`config.mk`:
```
export PLATFORM = sky130hd
export DESIGN_NAME = calendar_time_offset_adder
export DESIGN_NICKNAME = d
export VERILOG_FILES = /design/src/cta_pkg.sv /design/src/calendar_time_offset_adder.sv
export SDC_FILE = /design/constraint.sdc
export NUM_CORES = 1
export LEC_CHECK = 0
export ABC_CLOCK_PERIOD_IN_PS = 14700
export BUFFER_PORTS_ARGS = -buffer_cell sky130_fd_sc_hd__buf_2
export CAP_MARGIN = 20
export CORE_ASPECT_RATIO = 0.6
export CORE_UTILIZATION = 35
export DETAILED_ROUTE_END_ITERATION = 8
export SYNTH_ARGS = -nofsm -noshare
export SYNTH_HDL_FRONTEND = slang
export SYNTH_SLANG_ARGS = --single-unit
```
`constraint.sdc`:
```
create_clock -name clk -period 14.7 [get_ports clk]
set_clock_uncertainty 0.05 [all_clocks]
set_input_delay 1.47 -clock clk [delete_from_list [all_inputs] [get_ports clk]]
set_output_delay 1.47 -clock clk [all_outputs]
set_load 0.1 [all_outputs]
```
`src/cta_pkg.sv`:
```
// Shared constants for the calendar time offset adder.
package cta_pkg;

    // Field widths
    localparam int YEAR_W   = 14;
    localparam int MONTH_W  = 4;
    localparam int DAY_W    = 5;
    localparam int HOUR_W   = 5;
    localparam int MINUTE_W = 6;
    localparam int MILLIS_W = 16;
    localparam int ADD_DAY_W    = 6;
    localparam int ADD_HOUR_W   = 7;
    localparam int ADD_MINUTE_W = 8;
    localparam int ADD_MILLIS_W = 18;
    localparam int OUT_DAY_W    = 7;

    // Month codes
    localparam logic [MONTH_W-1:0] MONTH_JAN = 4'd1;
    localparam logic [MONTH_W-1:0] MONTH_FEB = 4'd2;
    localparam logic [MONTH_W-1:0] MONTH_MAR = 4'd3;
    localparam logic [MONTH_W-1:0] MONTH_APR = 4'd4;
    localparam logic [MONTH_W-1:0] MONTH_MAY = 4'd5;
    localparam logic [MONTH_W-1:0] MONTH_JUN = 4'd6;
    localparam logic [MONTH_W-1:0] MONTH_JUL = 4'd7;
    localparam logic [MONTH_W-1:0] MONTH_AUG = 4'd8;
    localparam logic [MONTH_W-1:0] MONTH_SEP = 4'd9;
    localparam logic [MONTH_W-1:0] MONTH_OCT = 4'd10;
    localparam logic [MONTH_W-1:0] MONTH_NOV = 4'd11;
    localparam logic [MONTH_W-1:0] MONTH_DEC = 4'd12;

    // Divisibility by 25 of a 14-bit year: multiply by the modular inverse
    // of 25 and compare against (2^14 - 1) / 25.
    localparam logic [YEAR_W-1:0] INV25_MOD_YEAR = 14'd7209;
    localparam logic [YEAR_W-1:0] DIV25_LIMIT    = 14'd655;

endpackage

```
`src/calendar_time_offset_adder.sv`:
```
// Calendar time plus signed offset: carries, leap rule and one-month day fix.
// Pipeline: a beat accepted is held in the input register, then moves into
// the result register once that register is empty or its result is taken.
// Throughput: one beat per cycle while results are taken; the input register
// holds one more beat while a result waits for out_ready.
// Reset: rst_n clears both valid flags; payload registers are not reset.
module calendar_time_offset_adder (
    input  logic                                     clk,
    input  logic                                     rst_n,
    input  logic                                     in_valid,
    output logic                                     in_ready,
    input  logic        [cta_pkg::YEAR_W-1:0]        base_year,
    input  logic        [cta_pkg::MONTH_W-1:0]       base_month,
    input  logic        [cta_pkg::DAY_W-1:0]         base_day,
    input  logic        [cta_pkg::HOUR_W-1:0]        base_hour,
    input  logic        [cta_pkg::MINUTE_W-1:0]      base_minute,
    input  logic        [cta_pkg::MILLIS_W-1:0]      base_millis,
    input  logic signed [cta_pkg::ADD_DAY_W-1:0]     add_day,
    input  logic signed [cta_pkg::ADD_HOUR_W-1:0]    add_hour,
    input  logic signed [cta_pkg::ADD_MINUTE_W-1:0]  add_minute,
    input  logic signed [cta_pkg::ADD_MILLIS_W-1:0]  add_millis,
    output logic                                     out_valid,
    input  logic                                     out_ready,
    output logic        [cta_pkg::YEAR_W-1:0]        out_year,
    output logic        [cta_pkg::MONTH_W-1:0]       out_month,
    output logic signed [cta_pkg::OUT_DAY_W-1:0]     out_day,
    output logic        [cta_pkg::HOUR_W-1:0]        out_hour,
    output logic        [cta_pkg::MINUTE_W-1:0]      out_minute,
    output logic        [cta_pkg::MILLIS_W-1:0]      out_millis
);

    // Input register
    logic                                     s1_valid_reg;
    logic        [cta_pkg::YEAR_W-1:0]        year_reg;
    logic        [cta_pkg::MONTH_W-1:0]       month_reg;
    logic        [cta_pkg::DAY_W-1:0]         day_reg;
    logic        [cta_pkg::HOUR_W-1:0]        hour_reg;
    logic        [cta_pkg::MINUTE_W-1:0]      minute_reg;
    logic        [cta_pkg::MILLIS_W-1:0]      millis_reg;
    logic signed [cta_pkg::ADD_DAY_W-1:0]     add_day_reg;
    logic signed [cta_pkg::ADD_HOUR_W-1:0]    add_hour_reg;
    logic signed [cta_pkg::ADD_MINUTE_W-1:0]  add_minute_reg;
    logic signed [cta_pkg::ADD_MILLIS_W-1:0]  add_millis_reg;

    // Result register
    logic                                     out_valid_reg;
    logic        [cta_pkg::YEAR_W-1:0]        out_year_reg;
    logic        [cta_pkg::MONTH_W-1:0]       out_month_reg;
    logic signed [cta_pkg::OUT_DAY_W-1:0]     out_day_reg;
    logic        [cta_pkg::HOUR_W-1:0]        out_hour_reg;
    logic        [cta_pkg::MINUTE_W-1:0]      out_minute_reg;
    logic        [cta_pkg::MILLIS_W-1:0]      out_millis_reg;

    // Next result values
    logic        [cta_pkg::YEAR_W-1:0]        out_year_next;
    logic        [cta_pkg::MONTH_W-1:0]       out_month_next;
    logic signed [cta_pkg::OUT_DAY_W-1:0]     out_day_next;
    logic        [cta_pkg::HOUR_W-1:0]        out_hour_next;
    logic        [cta_pkg::MINUTE_W-1:0]      out_minute_next;
    logic        [cta_pkg::MILLIS_W-1:0]      out_millis_next;

    // Arithmetic intermediates
    logic signed [18:0] ms_sum;
    logic signed [18:0] ms_rem;
    logic signed [2:0]  ms_carry;
    logic signed [8:0]  min_sum;
    logic signed [8:0]  min_rem;
    logic signed [2:0]  min_carry;
    logic signed [7:0]  hr_sum;
    logic signed [7:0]  hr_rem;
    logic signed [3:0]  hr_carry;
    logic signed [7:0]  day_sum;
    logic signed [7:0]  day_fix;
    logic signed [7:0]  feb_len;
    logic [cta_pkg::YEAR_W-1:0] year_inv25;
    logic div25;
    logic leap;

    logic advance_out;

    // Handshake: the result register frees when empty or taken
    assign advance_out = !out_valid_reg || out_ready;
    assign in_ready    = !s1_valid_reg || advance_out;
    assign out_valid   = out_valid_reg;

    // Carry milliseconds into minutes by floor division
    always_comb
    begin
        ms_sum = $signed({3'b000, millis_reg}) + 19'(add_millis_reg);
        if (ms_sum >= 19'sd180000)
        begin
            ms_carry = 3'sd3;
            ms_rem   = ms_sum - 19'sd180000;
        end
        else if (ms_sum >= 19'sd120000)
        begin
            ms_carry = 3'sd2;
            ms_rem   = ms_sum - 19'sd120000;
        end
        else if (ms_sum >= 19'sd60000)
        begin
            ms_carry = 3'sd1;
            ms_rem   = ms_sum - 19'sd60000;
        end
        else if (ms_sum >= 19'sd0)
        begin
            ms_carry = 3'sd0;
            ms_rem   = ms_sum;
        end
        else if (ms_sum >= -19'sd60000)
        begin
            ms_carry = -3'sd1;
            ms_rem   = ms_sum + 19'sd60000;
        end
        else if (ms_sum >= -19'sd120000)
        begin
            ms_carry = -3'sd2;
            ms_rem   = ms_sum + 19'sd120000;
        end
        else
        begin
            ms_carry = -3'sd3;
            ms_rem   = ms_sum + 19'sd180000;
        end
    end

    // Carry minutes into hours
    always_comb
    begin
        min_sum = $signed({3'b000, minute_reg}) + 9'(add_minute_reg) + 9'(ms_carry);
        if (min_sum >= 9'sd180)
        begin
            min_carry = 3'sd3;
            min_rem   = min_sum - 9'sd180;
        end
        else if (min_sum >= 9'sd120)
        begin
            min_carry = 3'sd2;
            min_rem   = min_sum - 9'sd120;
        end
        else if (min_sum >= 9'sd60)
        begin
            min_carry = 3'sd1;
            min_rem   = min_sum - 9'sd60;
        end
        else if (min_sum >= 9'sd0)
        begin
            min_carry = 3'sd0;
            min_rem   = min_sum;
        end
        else if (min_sum >= -9'sd60)
        begin
            min_carry = -3'sd1;
            min_rem   = min_sum + 9'sd60;
        end
        else if (min_sum >= -9'sd120)
        begin
            min_carry = -3'sd2;
            min_rem   = min_sum + 9'sd120;
        end
        else
        begin
            min_carry = -3'sd3;
            min_rem   = min_sum + 9'sd180;
        end
    end

    // Carry hours into days
    always_comb
    begin
        hr_sum = $signed({3'b000, hour_reg}) + 8'(add_hour_reg) + 8'(min_carry);
        if (hr_sum >= 8'sd96)
        begin
            hr_carry = 4'sd4;
            hr_rem   = hr_sum - 8'sd96;
        end
        else if (hr_sum >= 8'sd72)
        begin
            hr_carry = 4'sd3;
            hr_rem   = hr_sum - 8'sd72;
        end
        else if (hr_sum >= 8'sd48)
        begin
            hr_carry = 4'sd2;
            hr_rem   = hr_sum - 8'sd48;
        end
        else if (hr_sum >= 8'sd24)
        begin
            hr_carry = 4'sd1;
            hr_rem   = hr_sum - 8'sd24;
        end
        else if (hr_sum >= 8'sd0)
        begin
            hr_carry = 4'sd0;
            hr_rem   = hr_sum;
        end
        else if (hr_sum >= -8'sd24)
        begin
            hr_carry = -4'sd1;
            hr_rem   = hr_sum + 8'sd24;
        end
        else if (hr_sum >= -8'sd48)
        begin
            hr_carry = -4'sd2;
            hr_rem   = hr_sum + 8'sd48;
        end
        else
        begin
            hr_carry = -4'sd3;
            hr_rem   = hr_sum + 8'sd72;
        end
    end

    // Gregorian leap rule; divisible by 100 is by 4 and by 25
    assign year_inv25 = cta_pkg::YEAR_W'(year_reg * cta_pkg::INV25_MOD_YEAR);
    assign div25      = (year_inv25 <= cta_pkg::DIV25_LIMIT);
    assign leap       = ((year_reg[1:0] == 2'b00) && !div25)
                     || ((year_reg[3:0] == 4'b0000) && div25);
    assign feb_len    = leap ? 8'sd29 : 8'sd28;

    // Correct the day across one month boundary
    always_comb
    begin
        day_sum         = $signed({3'b000, day_reg}) + 8'(add_day_reg) + 8'(hr_carry);
        day_fix         = day_sum;
        out_month_next  = month_reg;
        out_year_next   = year_reg;
        if (day_sum < 8'sd1)
        begin
            case (month_reg) inside
                cta_pkg::MONTH_FEB, cta_pkg::MONTH_APR, cta_pkg::MONTH_JUN,
                cta_pkg::MONTH_AUG, cta_pkg::MONTH_SEP, cta_pkg::MONTH_NOV:
                begin
                    out_month_next = month_reg - 4'd1;
                    day_fix        = day_sum + 8'sd31;
                end
                cta_pkg::MONTH_MAY, cta_pkg::MONTH_JUL, cta_pkg::MONTH_OCT,
                cta_pkg::MONTH_DEC:
                begin
                    out_month_next = month_reg - 4'd1;
                    day_fix        = day_sum + 8'sd30;
                end
                cta_pkg::MONTH_JAN:
                begin
                    out_month_next = cta_pkg::MONTH_DEC;
                    day_fix        = day_sum + 8'sd31;
                    out_year_next  = year_reg - 14'd1;
                end
                cta_pkg::MONTH_MAR:
                begin
                    out_month_next = cta_pkg::MONTH_FEB;
                    day_fix        = day_sum + feb_len;
                end
                default:
                begin
                    out_month_next = month_reg;
                end
            endcase
        end
        else if (day_sum > feb_len)
        begin
            case (month_reg) inside
                cta_pkg::MONTH_JAN, cta_pkg::MONTH_MAR, cta_pkg::MONTH_MAY,
                cta_pkg::MONTH_JUL, cta_pkg::MONTH_AUG, cta_pkg::MONTH_OCT:
                begin
                    if (day_sum > 8'sd31)
                    begin
                        out_month_next = month_reg + 4'd1;
                        day_fix        = day_sum - 8'sd31;
                    end
                end
                cta_pkg::MONTH_APR, cta_pkg::MONTH_JUN, cta_pkg::MONTH_SEP,
                cta_pkg::MONTH_NOV:
                begin
                    if (day_sum > 8'sd30)
                    begin
                        out_month_next = month_reg + 4'd1;
                        day_fix        = day_sum - 8'sd30;
                    end
                end
                cta_pkg::MONTH_FEB:
                begin
                    out_month_next = cta_pkg::MONTH_MAR;
                    day_fix        = day_sum - feb_len;
                end
                cta_pkg::MONTH_DEC:
                begin
                    if (day_sum > 8'sd31)
                    begin
                        out_month_next = cta_pkg::MONTH_JAN;
                        day_fix        = day_sum - 8'sd31;
                        out_year_next  = year_reg + 14'd1;
                    end
                end
                default:
                begin
                    out_month_next = month_reg;
                end
            endcase
        end
    end

    assign out_day_next    = day_fix[cta_pkg::OUT_DAY_W-1:0];
    assign out_hour_next   = hr_rem[cta_pkg::HOUR_W-1:0];
    assign out_minute_next = min_rem[cta_pkg::MINUTE_W-1:0];
    assign out_millis_next = ms_rem[cta_pkg::MILLIS_W-1:0];

    // Hold and advance the valid flags
    always_ff @(posedge clk or negedge rst_n)
    begin
        if (!rst_n)
        begin
            s1_valid_reg  <= 1'b0;
            out_valid_reg <= 1'b0;
        end
        else
        begin
            if (in_ready)
            begin
                s1_valid_reg <= in_valid;
            end
            if (advance_out)
            begin
                out_valid_reg <= s1_valid_reg;
            end
        end
    end

    // Capture the input beat
    always_ff @(posedge clk)
    begin
        if (in_valid && in_ready)
        begin
            year_reg       <= base_year;
            month_reg      <= base_month;
            day_reg        <= base_day;
            hour_reg       <= base_hour;
            minute_reg     <= base_minute;
            millis_reg     <= base_millis;
            add_day_reg    <= add_day;
            add_hour_reg   <= add_hour;
            add_minute_reg <= add_minute;
            add_millis_reg <= add_millis;
        end
    end

    // Load the result when the output stage frees
    always_ff @(posedge clk)
    begin
        if (advance_out && s1_valid_reg)
        begin
            out_year_reg   <= out_year_next;
            out_month_reg  <= out_month_next;
            out_day_reg    <= out_day_next;
            out_hour_reg   <= out_hour_next;
            out_minute_reg <= out_minute_next;
            out_millis_reg <= out_millis_next;
        end
    end

    assign out_year   = out_year_reg;
    assign out_month  = out_month_reg;
    assign out_day    = out_day_reg;
    assign out_hour   = out_hour_reg;
    assign out_minute = out_minute_reg;
    assign out_millis = out_millis_reg;

endmodule

```
==> run summary <==
The run finished, with violations left. The checks that failed: DRC. The count of endpoints failing hold in the final timing report was 0; the final weighted congestion in routability-driven placement was 0.996. The average instance in the mapped netlist occupies 9.80 sq um.

The finished cells cover 14600 sq um. In this run the remaining antenna-violating nets after routing total 0. The max-cap violation count is 0. The run gives 440 ps as the worst hold slack.

The floorplan die width is 248 um, and the arrival time at the worst endpoint is 13690 ps. Leaving out fill and tap cells, the most frequent cell in the layout is buf_2. The first global-routing pass estimated 60300 um of wire. The tools report the iteration count of the initial detailed-routing pass as 9. Clock tree synthesis selected as its root buffer the cell clkbuf_16. In the final layout, flip-flops and latches occupy 4280 sq um.

Number of antenna violations at the first check in global routing: 3. For the residual overflow from global routing, the log shows 0. After detailed routing, the average wire length per cell comes to 20.9 um. The proportion of layout cells with a drive suffix above 1 works out to 19.3%.

Setup violations remaining at the end of the flow were counted as 0. Cell seen most often among critical-path stages: inv_1. The region available for standard cell placement spans 35300 sq um.

The detailed router's first-iteration violation count came out at 1321. The H-tree was split into 4 levels. In this run, CTS created clock tree buffers numbering 17.

Setup repair after global routing left no endpoint under its margin. The largest driver fanout on the critical path was 12; the latest clock arrival within the worst-skew pair was 450 ps. Timing would allow up to 73.7 MHz. The minimum period implied by the final worst setup slack is 13580 ps, and the via count normalized by instance count is 5.81. In this run the worst hold path is classified as reg -> reg. The count of mapped cells out of synthesis is 1294. The worst setup path is of the reg -> reg kind. The tools report the starting density of the core as 35.9%. The number of flip-flops under the largest register name works out to 18. The max-slew violation count is 0, and the pin count of the biggest net entering global routing is 61. From synthesis to final layout, the design area changed by 15.3%.

Sequential cells were found to cover 33.8% of the synthesized design area. Post-placement cell area: 14000 sq um. Met1 usage in global routing: 33.7%.

After synthesis, the share of flip-flops with an asynchronous set or reset is 1.40%. The slowest stage of the critical path belongs to the cell fa_1. The cell row count is 53. The wire-length estimate of the detail-placed layout is 30600 um.

Summing all multi-input logic gate instances after layout gives 7850 sq um. TritonCTS built the clock tree. Number of global-route vias before repair: 10.5k. The transition at the pin with the smallest max-transition slack came out at 1100 ps. After global routing, the most crowded layer is met1. Counting distinct cell types in the post-synthesis netlist gives 110. In this run the tool buffered the top-level ports with 146 buffer cells. The commonest register cell after synthesis was edfxtp_1. For the post-CTS setup repair buffer count, the log shows 0. The peak per-stage delay on the critical path is 540 ps. For this run, design rule violations remaining after detail routing come to 6.

Dividing the final minimum period by the clock period gives 92.3%. The height of the die was 149 um; the overall die area was 37000 sq um. Total global routing track utilization: 21.7%. The post-synth design cell area was 12700 sq um. The critical path required time is 14820 ps, and the met2 layer usage reported by global route is 27.1%. The count of vias placed by the detailed router was 11.1k; the net count of the finished layout was 1679. The clock transition at the registers of the reported paths is 70 ps, and the number of synthesized flops with an enable pin is 141. Setup total negative slack on the finished layout was measured at 0 ps. Leaving out fill and tap cells, the most frequent cells in the layout are buf_2 (146), edfxtp_1 (141), ha_1 (120). The CTS sink count came out at 143.

In this run the register-to-register setup slack is 1120 ps. Synthesis produced a netlist with a net count of 1538. The count of boundary I/O pins is 147. The type of destination of the critical path was a flip-flop.

The filler cells instantiated in the layout total 3488. The routed design has 40000 um of wire. For met3 alone, demand over resource in global routing was 7.77%. STA classifies the critical path startpoint as a flip-flop. The worst pin sits at a relative slew slack of 25.6%.

The flip-flop and latch count after synthesis was 143; the yosys synthesis warning count was 0. The run gives 2 as the number of buffers on the longest clock path.
==> critical path: cells and delay by family, from the launching register on <==
family	cells	cell delay, ps
simple gates	8	1220
xor+xnor	4	1100
compound gates	21	5090
buf+inv	10	1700
fa+ha+maj	11	3640
flops	1	430
==> cell families after synthesis <==
| family | share of synthesized area (%) |
|---|---|
| xor+xnor | 5.59 |
| compound gates | 24.4 |
| buf+inv | 4.81 |
| simple gates | 13.8 |
| fa+ha+maj | 16.7 |
| flops | 33.8 |
| mux | 0.937 |
==> repair_timing <==
action / 4_1_cts / 5_1_grt
hold buffers: 0 / 0
endpoints found under the setup margin: 0 / 25
endpoints found under the hold margin: 0 / 0
resized for setup: 0 / 10
==> final cells by class <==
type / count / share of cell area, %
clock inverter: 15 / 1.04
clock buffer: 17 / 2.91
multi-input combinational: 1003 / 53.7
timing repair buffer: 178 / 6.64
inverter: 92 / 2.38
antenna: 2 / 0.0342
tap: 467 / 4.00
sequential: 143 / 29.3
==> cell usage after synthesis (8+ instances only) <==
library cell    n  share of area [%]
o211ai_1       14               0.83
a221oi_1        9               0.62
o21bai_1        8               0.47
and3_1         16               0.79
inv_1          88                2.6
edfxtp_1      141                 33
fa_1           31                4.9
nor4_1          9               0.44
nor3_1         35                1.4
buf_2          19               0.75
a21o_1         24                1.4
o21ai_0        48                1.9
and2_1          8               0.39
o21ai_1         9               0.36
a21oi_1        84                3.3
nand4_1        13               0.64
o22ai_1        16               0.79
ha_1          120                 12
nand2_1        92                2.7
xnor2_1        61                4.2
o21a_1          8               0.47
a31oi_1        28                1.4
nor2_1         78                2.3
xor2_1         18                1.2
nand2b_1       14               0.69
a311oi_1        9               0.62
or3_1           8               0.39
o221ai_1       12               0.83
clkbuf_1       31               0.92
a211oi_1       15               0.89
nand3_1        32                1.3
==> through the flow <==
step | util (%) | worst slack [ps] | cells
6_report | 41.4 | 1120 | 1917
5_1_grt | 41.4 | 23.3 | 1917
4_1_cts | 41.2 | 661 | 1915
3_5_place_dp | 39.5 | 717 | 1883
3_3_place_gp | 39.5 | 1180 | 1883
2_1_floorplan | - | 2740 | 1294
==> per-layer routing <==
layer | part of all wire [%] | vias up | wire, um
met5 | 0.020 | - | 8
met2 | 38 | 533 | 15000
met3 | 11 | 39 | 4490
li1 | - | 5238 | -
met4 | 1.3 | 2 | 514
met1 | 50 | 5327 | 20000
==> worst paths after layout <==
kind	start	end	depth (start not counted)
worst max-delay path	millis_reg[1]$_DFFE_PP_	out_day[1]$_DFFE_PP_	54
worst min-delay path	s1_valid_reg$_DFFE_PN0N_	out_valid$_DFFE_PN0P_	1
worst max register to register	millis_reg[1]$_DFFE_PP_	out_day[1]$_DFFE_PP_	54
worst min register to register	s1_valid_reg$_DFFE_PN0N_	out_valid$_DFFE_PN0P_	1
max in group asynchronous	rst_n	s1_valid_reg$_DFFE_PN0N_	1
min in group asynchronous	rst_n	out_valid$_DFFE_PN0P_	1
Power is left out: the tool's default activity adds up to more than one toggle a clock period on the data nets, which glitch-free logic cannot reach.
